### src/design/fem_pkg.sv
// Shared types and constants of the 1D element matrix block.
// No dependencies.
package fem_pkg;
	localparam logic [2:0] OP_SHAPE = 3'd0;
	localparam logic [2:0] OP_DERIV = 3'd1;
	localparam logic [2:0] OP_WEIGHT = 3'd2;
	localparam logic [2:0] OP_COEFF = 3'd3;
	localparam logic [2:0] OP_COMPUTE = 3'd4;
	localparam int NCOEF = 6;
	localparam logic [1:0] REG_NUM_SHAPES = 2'd0;
	localparam logic [1:0] REG_NUM_QUAD = 2'd1;
	localparam logic [1:0] REG_PRESENT = 2'd2;
	localparam logic [1:0] REG_EXPANDED = 2'd3;
	localparam logic signed [47:0] ACC_MAX = 48'sh7FFF_FFFF_FFFF;
	localparam logic signed [47:0] ACC_MIN = 48'sh8000_0000_0000;

	// Compute job handed from the front part to the back part.
	typedef struct packed {
		logic [1:0] ns;
		logic [3:0] nq;
		logic [5:0] present;
		logic [5:0] expanded;
	} job_t;

	// Round a Q16.48 product to Q16.24, ties upwards.
	function automatic logic signed [39:0] qround(input logic signed [63:0] p);
		logic signed [63:0] t;
		begin
			t = p + 64'sd8388608;
			qround = t[63:24];
		end
	endfunction

	// Clamp to the signed 32-bit range.
	function automatic logic signed [31:0] sat32(input logic signed [39:0] v);
		begin
			if (v > 40'sd2147483647)
				sat32 = 32'sh7FFF_FFFF;
			else if (v < -40'sd2147483648)
				sat32 = 32'sh8000_0000;
			else
				sat32 = v[31:0];
		end
	endfunction
endpackage

### src/design/fem_front.sv
// Front part: accepts items, writes loads to the tables, queues compute jobs.
// Depends on fem_pkg.
module fem_front #(
	parameter int MAX_SHAPES = 3,
	parameter int MAX_QUAD = 4
) (
	input logic clk,
	input logic arst_n,
	input logic s_axis_tvalid,
	output logic s_axis_tready,
	input logic [41:0] s_axis_tdata,
	input logic [1:0] num_shapes,
	input logic [2:0] num_quad,
	input logic [5:0] present_mask,
	input logic [5:0] expanded_mask,
	input logic back_busy,
	output logic job_valid,
	input logic job_take,
	output fem_pkg::job_t job,
	output logic tbl_we,
	output logic [2:0] tbl_kind,
	output logic [1:0] tbl_shape,
	output logic [2:0] tbl_quad,
	output logic [2:0] tbl_coeff,
	output logic [31:0] tbl_data
);
	import fem_pkg::*;

	logic [2:0] opcode;
	logic [1:0] si;
	logic [1:0] qi;
	logic [2:0] ci;
	logic acc;
	logic addr_ok;
	logic job_valid_q;
	job_t job_q;
	job_t job_d;

	assign opcode = s_axis_tdata[2:0];
	assign si = s_axis_tdata[4:3];
	assign qi = s_axis_tdata[6:5];
	assign ci = s_axis_tdata[9:7];
	assign tbl_data = s_axis_tdata[41:10];

	// Loads wait while a job is queued or running so tables stay stable.
	assign s_axis_tready = !job_valid_q && !back_busy;
	assign acc = s_axis_tvalid && s_axis_tready;

	always_comb begin
		addr_ok = 32'(qi) < MAX_QUAD;
		case (opcode)
			OP_SHAPE, OP_DERIV: addr_ok = addr_ok && (32'(si) < 32'(MAX_SHAPES));
			OP_WEIGHT: addr_ok = addr_ok;
			OP_COEFF: addr_ok = addr_ok && (ci < 3'(NCOEF));
			default: addr_ok = 1'b0;
		endcase
	end

	assign tbl_we = acc && addr_ok;
	assign tbl_kind = opcode;
	assign tbl_shape = si;
	assign tbl_quad = {1'b0, qi};
	assign tbl_coeff = ci;

	// Clamp counts once when the job is queued.
	always_comb begin
		job_d.ns = (num_shapes == 2'd0) ? 2'd1 :
			((32'(num_shapes) > MAX_SHAPES) ? 2'(MAX_SHAPES) : num_shapes);
		job_d.nq = (32'(num_quad) > MAX_QUAD) ? 4'(MAX_QUAD) : {1'b0, num_quad};
		job_d.present = present_mask;
		job_d.expanded = expanded_mask;
	end

	always_ff @(posedge clk or negedge arst_n) begin
		if (!arst_n) begin
			job_valid_q <= 1'b0;
		end else if (acc && opcode == OP_COMPUTE) begin
			job_valid_q <= 1'b1;
		end else if (job_take) begin
			job_valid_q <= 1'b0;
		end
	end

	always_ff @(posedge clk) begin
		if (acc && opcode == OP_COMPUTE) begin
			job_q <= job_d;
		end
	end

	assign job_valid = job_valid_q;
	assign job = job_q;
endmodule

### config.mk
export PLATFORM = sky130hd
export DESIGN_NAME = fem_front
export DESIGN_NICKNAME = d
export VERILOG_FILES = /design/src/design/fem_pkg.sv /design/src/design/fem_front.sv
export SDC_FILE = /design/constraint.sdc
export NUM_CORES = 1
export LEC_CHECK = 0
export ABC_AREA = 1
export ABC_CLOCK_PERIOD_IN_PS = 2200
export BUFFER_PORTS_ARGS = -buffer_cell sky130_fd_sc_hd__buf_4
export CAP_MARGIN = 0
export CORE_MARGIN = 2
export CORE_UTILIZATION = 26
export CTS_CLUSTER_SIZE = 40
export DETAILED_ROUTE_END_ITERATION = 12
export GPL_TIMING_DRIVEN = 0
export PLACE_DENSITY = 0.7
export RECOVER_POWER = 100
export SYNTH_ARGS = -nofsm -noshare
export SYNTH_HDL_FRONTEND = slang
export SYNTH_SLANG_ARGS = --single-unit
### constraint.sdc
create_clock -name clk -period 2.2 [get_ports clk]
set_input_delay 0.55 -clock clk [delete_from_list [all_inputs] [get_ports clk]]
set_output_delay 0.55 -clock clk [all_outputs]
set_load 0.01 [all_outputs]
; Word-level counts from Yosys, hierarchy flattened
; Index checks and enable logic that the tools add are counted.
[word_totals]
register_bits = 19
input_bits = 64
out_inout_bits = 64
elab_cells = 26
[op_classes]
n_lt_le_gt_ge = 3
eq_ne = 4
muxes = 3
reduce_logical = 10
[ops]
columns = operator, n
row1 = "3-bit by 2-bit equality test with 1-bit output, second input constant", 2
row2 = 1-bit logical AND, 4
row3 = "3-bit by 1-bit equality test with 1-bit output, second input constant", 1
row4 = "3-bit equality test, second input constant", 1
row5 = "3-bit > comparator, second input constant", 1
row6 = 3-bit zero test, 1
row7 = "3-bit less-than comparator, second input constant", 1
row8 = 1-bit one-hot mux with 3 select lines, 1
row9 = 1-bit zero test, 2
row10 = 2-bit zero test, 1
row11 = "2-bit less-than comparator, second input constant", 1
row12 = 1-bit two-way mux, 2
row13 = 2-bit nonzero test, 1
row14 = 2-bit OR reduction, 1

; Logic depth before layout (Yosys ltp)
; Gate-level depths: netlist (run 1).
[depth]
depth_word = 5
mapped_depth = 4
ltp_nobuf = 4

; Least setup slack after synthesis (run 1)
; Ideal clock, no wire load.
[synth_path]
path_type = input port to flip-flop
start = input s_axis_tdata[1]
end = register job_q (netlist bit job[0]), enable pin
setup_time_ps = 369
arrival_ps = 1151
required_time_ps = 1831
setup_slack_ps = 680
path_stages = 3
path_buffers = 0
path_cell_list = nor3_1 nand2_1 inv_1
[synth_between]
elab_chain_len = 2
[synth_rtl]
columns = item, line
row1 = start: declaration, fem_front.sv:11  ; input logic [41:0] s_axis_tdata,
row2 = 3-bit equality test, fem_front.sv:85  ; if (acc && opcode == OP_COMPUTE) begin
row3 = 1-bit logical AND, fem_front.sv:85
row4 = end signal: assignment, fem_front.sv:86  ; job_q <= job_d;
row5 = end: declaration, fem_front.sv:36  ; job_t job_q;
; No other way between the ends.
; A chain may end at the register's enable or synchronous reset.

; Final worst setup path (run 1)
[layout_path]
start = register job_valid_q, in the netlist job_valid
end = output tbl_we
[layout_between]
elab_chain_len = 4
[layout_rtl]
columns = item, line
row1 = start: declaration, fem_front.sv:35  ; logic job_valid_q;
row2 = start signal: assignment, fem_front.sv:76  ; job_valid_q <= 1'b0;
row3 = start signal: assignment, fem_front.sv:78  ; job_valid_q <= 1'b1;
row4 = start signal: assignment, fem_front.sv:80  ; job_valid_q <= 1'b0;
row5 = 1-bit zero test, fem_front.sv:46  ; assign s_axis_tready = !job_valid_q && !back_busy;
row6 = 1-bit logical AND, fem_front.sv:46
row7 = 1-bit logical AND, fem_front.sv:47  ; assign acc = s_axis_tvalid && s_axis_tready;
row8 = 1-bit logical AND, fem_front.sv:59  ; assign tbl_we = acc && addr_ok;
row9 = end: declaration, fem_front.sv:20  ; output logic tbl_we,
; No other way between the ends.

==> metrics.txt, run 1 <==
status complete, no violations; post-synth top area cell edfxtp_1; Yosys cell types 15; core area 3630 µm²; Final nets 248; Max Freq 0.589 GHz; Antenna Violating Nets Remaining 0; drt initial violations 76; diode count 0; Tightest Pin Transition 0.609 ns; number of synthesized flops with an enable pin 17; TritonCTS sink count 18; global-route wire length before repair 3210 µm; flops & latches, synth 18; Main synth FF type edfxtp_1; Placer Congestion 0.719; CP Class reg2out; relative slew slack 59.3%; Worst Path Required 1.65 ns; CTS max path bufs 2; delay-heaviest family, CP flip-flops; Avg Cell Area, Syn 11.1 µm²; DP Cell Count 227; peak fanout along the critical path 4; delay of the slowest critical-path stage 0.41 ns; kind of end point of the critical path output port; min-delay worst type in2async; period utilization 77.2%; DRC 0; Total Neg Setup Slack 0 ns; Die W 65.3 µm; pin count of the biggest net entering global routing 18; RSZ-0062 raised after global routing false; Clk Latency, worst-skew pair 0.25 ns; Die H 65.3 µm; Worst-path clk slew 0.06 ns; Mapped Cells 88; Post-synth ARST share 5.56%; Slew Viols, Final 0; most used cell along the critical path nor2_1; Syn-to-layout area delta 55.8%; Final Non-Filler Cells 231; CTS tree yes; Die ar. 4270 µm²; Crit. Startpoint job_valid; synthesized cell area 978 µm²; Tmin final 1.70 ns; warnings from Yosys 0; final hold violation count 0; WL per Instance 10.2 µm; layout cells sized above 1 41.0%; Worst Slack Setup Final 0.502 ns; Filler Cells Inserted 415; critical path arrival 1.15 ns; starting density of the core 26.9%; Area contributors post-synth edfxtp_1 (52%), buf_4 (34%), dfrtp_1 (2.6%), inv_1 (2.3%), nand2_1 (2.3%); pre-CTS setup slack 0.343 ns; H-tree levels 1; antenna violations before repair 0; CTS buffer count 3; number of global-route vias before repair 778; WP buf/inv 1; via count 867; Max stage delay cell, worst path dfrtp_1; CP Cell Sequence nor2_1, nand3_1, nor2_1, clkbuf_1; vias per cell 3.75; Final setup viols 0; drt total wl 2350 µm; num rows 22; RR Startpoint job_valid; Clock Root Buffer clkbuf_8; # hold bufs at CTS 0; Post-CTS Setup Bufs 0; PD cells 514 nW/µm²; worst clock skew 0.00491 ns; Post-CTS Resized 0; Finished Core Util 41.9%; I/O Buffers 90; I/O Pins 128; post-synthesis sequential area ratio 54.7%; Pre-antenna DRT Iters 2; Lkg Pwr 0.684 nW; max_cap viols 0; total overflow reported by the global router 0; Worst VDD drop 169 µV; Synth top area share 52.2%; crit start category register; GRT Util Overall 9.72%
cell families after synthesis:
| group | after synthesis | share of synthesized area, % |
|---|---|---|
| AO/OA/AOI/OAI | 2 | 1.28 |
| other | 1 | 0.383 |
| flip-flops | 18 | 54.7 |
| buffers and inverters | 53 | 37.2 |
| AND/OR/NAND/NOR | 14 | 6.39 |
where the power goes:
group / internal, mW / leakage, nW / switching [mW]
clock network: 0.128 / 0.0228 / 0.0977
logic: 0.102 / 0.495 / 0.0715
registers: 0.382 / 0.167 / 0.00204
total: 0.613 / 0.684 / 0.171
placed cells by master, fill, tap and decap left out:
| cell | count |
|---|---|
| dfrtp_1 | 1 |
| nor3b_1 | 1 |
| nand2_1 | 6 |
| clkbuf_1 | 66 |
| nand3_1 | 2 |
| conb_1 | 2 |
| clkbuf_4 | 16 |
| nor2_1 | 4 |
| o21ai_1 | 1 |
| inv_1 | 6 |
| buf_4 | 55 |
| o21a_1 | 1 |
| inv_2 | 1 |
| nor3_1 | 1 |
| clkbuf_8 | 3 |
| edfxtp_1 | 17 |
area by class of cell:
type | count | area (µm²) | area share, %
Buffer | 46 | 338 | 22.2
Tap cell | 48 | 60.1 | 3.94
Clock buffer | 4 | 45.0 | 2.96
Inverter | 7 | 26.3 | 1.72
Multi-Input combinational cell | 18 | 80.1 | 5.25
Timing Repair Buffer | 90 | 439 | 28.8
Sequential cell | 18 | 536 | 35.1
cell usage after synthesis (all sizes together) (2+ instances only):
cell type / instances
edfxtp: 17
nor2: 4
clkbuf: 2
buf: 44
inv: 7
nand3: 2
nand2: 6
flip-flops by register name (all words and copies together) (netlist names):
register	flops
job	17
job_valid	1
metal layers:
layer,GRT usage [%],wire (µm),vias to the layer above
li1,-,-,421
met3,2.91,397,4
met4,4.69,29,0
met5,0,0,-
met2,18.6,1180,80
met1,9.32,737,362
final timing paths:
| path | end | slack (ns) | cells past startpoint |
|---|---|---|---|
| max in group asynchronous | job_valid | 2.03 | 1 |
| worst min-delay path | job_valid | 0.08 | 1 |
| worst min register to register | job_valid | 0.55 | 2 |
| worst max register to register | job[16] | 0.67 | 3 |
| min in group clk | job[3] | 0.49 | 1 |
| worst max-delay path | tbl_we | 0.50 | 4 |
metrics by stage:
step | total power, mW | instance area [µm²] | hold slack [ns]
finish | 0.784 | 1520 | 0.0849
floorplan | 0.492 | 982 | 0.254
CTS | 0.835 | 1760 | 0.0604
global placement | 0.606 | 1720 | 0.326
global route | 0.818 | 1520 | 0.0793
detailed placement | 0.610 | 1720 | 0.326
(Power assumes the default switching activity.)
==> inputs of run 2 (changes only) <==
--- a/config.mk
+++ b/config.mk
@@ -6,7 +6,7 @@
 export NUM_CORES = 1
 export LEC_CHECK = 0
 export ABC_AREA = 1
-export ABC_CLOCK_PERIOD_IN_PS = 2200
+export ABC_CLOCK_PERIOD_IN_PS = 1400
 export BUFFER_PORTS_ARGS = -buffer_cell sky130_fd_sc_hd__buf_4
 export CAP_MARGIN = 0
 export CORE_MARGIN = 2
@@ -14,7 +14,7 @@
 export CTS_CLUSTER_SIZE = 40
 export DETAILED_ROUTE_END_ITERATION = 12
 export GPL_TIMING_DRIVEN = 0
-export PLACE_DENSITY = 0.7
+export PLACE_DENSITY = 0.73
 export RECOVER_POWER = 100
 export SYNTH_ARGS = -nofsm -noshare
 export SYNTH_HDL_FRONTEND = slang
==> constraint.sdc (replaced) <==
create_clock -name clk -period 1.4 [get_ports clk]
set_input_delay 0.35 -clock clk [delete_from_list [all_inputs] [get_ports clk]]
set_output_delay 0.35 -clock clk [all_outputs]
set_load 0.01 [all_outputs]
==> run 2 against run 1 <==
The run now ends with negative setup slack left. Die area stayed put. Register-to-register slack worse by 0.57 ns. Core utilization is 1.4 points higher. Setup slack worse by 0.55 ns. Global-route usage is 0.076 points lower. Clock power is 50% higher. Critical endpoint unchanged. Critical path depth stayed put. Largest power group unchanged.
==> metrics.txt, run 2 (synthesis results as in run 1) <==
H-tree levels 1 (unchanged); status complete, but fails checks (was complete, no violations); CP Class reg2out (unchanged); internal reg-to-reg setup slack 0.10 ns (was 0.67 ns); WL per Instance 10.4 µm (was 10.2 µm); Final nets 251 (was 248); TritonCTS sink count 18 (unchanged); DRC 0 (unchanged); I/O Buffers 90 (unchanged); RR Startpoint job_valid (unchanged); Lkg Pwr 0.705 nW (was 0.684 nW); Total Power 1.23 mW (was 0.784 mW); switching pwr 0.264 mW (was 0.171 mW); PD cells 780 nW/µm² (was 514 nW/µm²); Final setup viols 1 (was 0); Syn-to-layout area delta 60.9% (was 55.8%); failing checks negative setup slack; kind of end point of the critical path output port (unchanged); CP Cell Sequence nor2_2, nand3_1, nor2_1, buf_4 (was nor2_1, nand3_1, nor2_1, clkbuf_1); Switching Share 21.5% (was 21.8%); GRT Util Overall 9.64% (was 9.72%); Reg power frac 49.2% (was 49.0%); total overflow reported by the global router 0 (unchanged); Worst Slack Setup Final -0.0511 ns (was 0.502 ns); Slew Viols, Final 0 (unchanged); Placer Congestion 0.725 (was 0.719); Clock power frac 27.6% (was 28.8%); CTS max path bufs 2 (unchanged); Worst VDD drop 280 µV (was 169 µV); number of global-route vias before repair 728 (was 778); Worst Path Required 1.05 ns (was 1.65 ns); Die H 65.3 µm (unchanged); num rows 22 (unchanged); Hold Path Origin expanded_mask[4]; pin count of the biggest net entering global routing 18 (unchanged); Pre-antenna DRT Iters 3 (was 2); RSZ-0062 raised after global routing true (was false); Max stage delay cell, worst path dfrtp_1 (unchanged); critical path arrival 1.10 ns (was 1.15 ns); RR Endpoint job[6] (was job[16]); Die W 65.3 µm (unchanged); delay of the slowest critical-path stage 0.42 ns (was 0.41 ns); Tmin final 1.45 ns; R2R cell count 4 (was 3); Antenna Violating Nets Remaining 0 (unchanged); worst clock skew 0.00153 ns (was 0.00491 ns); min-delay worst type in2reg (was in2async); Clock Root Buffer clkbuf_8 (unchanged); max_cap viols 0 (unchanged); layout cells sized above 1 44.6% (was 41.0%); placement-stage cell area 1720 µm² (about the same); diode count 0 (unchanged); drt total wl 2440 µm (was 2350 µm); post-route cell area 1570 µm² (was 1520 µm²); crit start category register (unchanged); Finished Core Util 43.3% (was 41.9%); via count 863 (was 867); most frequent cells in the layout clkbuf_1 (61), buf_4 (59), clkbuf_4 (17), edfxtp_1 (17), nand2_1 (6) (was clkbuf_1 (66), buf_4 (55), edfxtp_1 (17), clkbuf_4 (16)); I/O Pins 128 (unchanged); vias per cell 3.69 (was 3.75); cell-internal power 0.964 mW (was 0.613 mW); worst hold path depth 1; drt initial violations 55 (was 76); period utilization 104%; starting density of the core 26.9% (unchanged); global-route wire length before repair 3170 µm (was 3210 µm); Max Freq 0.689 GHz; Post-CTS Resized 0 (unchanged); core area 3630 µm² (unchanged); Comb pwr share 23.2% (was 22.1%); hpwl dp 2240 µm; Clk Latency, worst-skew pair 0.24 ns (was 0.25 ns); Die ar. 4270 µm² (unchanged); end of the worst hold path job[4]; max FFs per register 17 (unchanged); antenna violations before repair 0 (unchanged); peak fanout along the critical path 4 (unchanged); CTS buffer count 3 (unchanged); Worst-path clk slew 0.06 ns (about the same); final hold violation count 0 (unchanged); CTS tree yes (unchanged); most common cell after layout, fill and taps aside clkbuf_1 (unchanged)
run 2: cell types whose count changed in the layout (fill, tap and decap cells not counted):
| cell | before | now |
|---|---|---|
| clkbuf_1 | 66 | 61 |
| clkinvlp_4 | 0 | 1 |
| nor2_1 | 4 | 3 |
| nor2_2 | 0 | 1 |
| buf_4 | 55 | 59 |
| buf_6 | 0 | 1 |
| dlygate4sd3_1 | 0 | 1 |
| clkinv_1 | 0 | 1 |
| clkbuf_4 | 16 | 17 |
| inv_1 | 6 | 5 |
run 2: worst max-delay path: cells and delay by family (launching register included):
kind	cells	cell delay (ns)
and+or+nand+nor	3	0.32
buffers and inverters	1	0.12
DFF	1	0.42
run 2: what timing repair did:
item,CTS,global route
buffers inserted,1,1
endpoints found under the hold margin,1,0
hold buffers,1,0
setup endpoints to repair,1,18
gates cloned,0,0
pin swaps,1,0
run 2: power groups by stage:
stage	Combinational (mW)	Sequential, mW	Clock [mW]
2_1_floorplan	0.152	0.621	0
3_3_place_gp	0.340	0.616	0
3_5_place_dp	0.344	0.616	0
4_1_cts	0.350	0.605	0.347
5_1_grt	0.308	0.604	0.377
6_report	0.285	0.604	0.338
run 2: layout make-up:
cell class / instances / area, µm²
inverters: 7 / 30.0
multi-input cells: 18 / 82.6
flip-flops and latches: 18 / 536
clock buffers: 3 / 41.3
clock inverters: 1 / 3.75
well taps: 48 / 60.1
repair buffers: 93 / 483
fillers: 388 / 2060
plain buffers: 46 / 338
run 2: how the worst max path moves through the flow:
stage                               start       to  slack [ns]  depth (start not counted)
final                           job_valid   tbl_we       -0.05                          4
after global placement    s_axis_tdata[1]  job[16]       -0.02                          4
after detailed placement  s_axis_tdata[1]  job[16]       -0.02                          4
after CTS                       job_valid   tbl_we       -0.04                          4
after floorplan                 job_valid   job[0]        0.11                          3
after global routing            job_valid   tbl_we       -0.13                          4
run 2: per-stage QoR:
stage	cells	setup TNS [ns]	hold WS (ns)	worst slack (ns)
6_report	234	-0.0511	0.304	-0.0511
5_1_grt	234	-0.129	0.297	-0.129
4_1_cts	233	-0.0445	0.277	-0.0445
3_5_place_dp	227	-0.281	0.127	-0.0171
3_3_place_gp	227	-0.324	0.125	-0.0195
2_1_floorplan	89	0	0.0544	0.113
run 2: layer usage:
layer	part of all wire [%]	vias up	track usage [%]
met2	52	76	18.6
li1	-	427	-
met3	17	2	2.91
met4	0.70	0	3.13
met5	0	-	0
met1	31	358	9.74
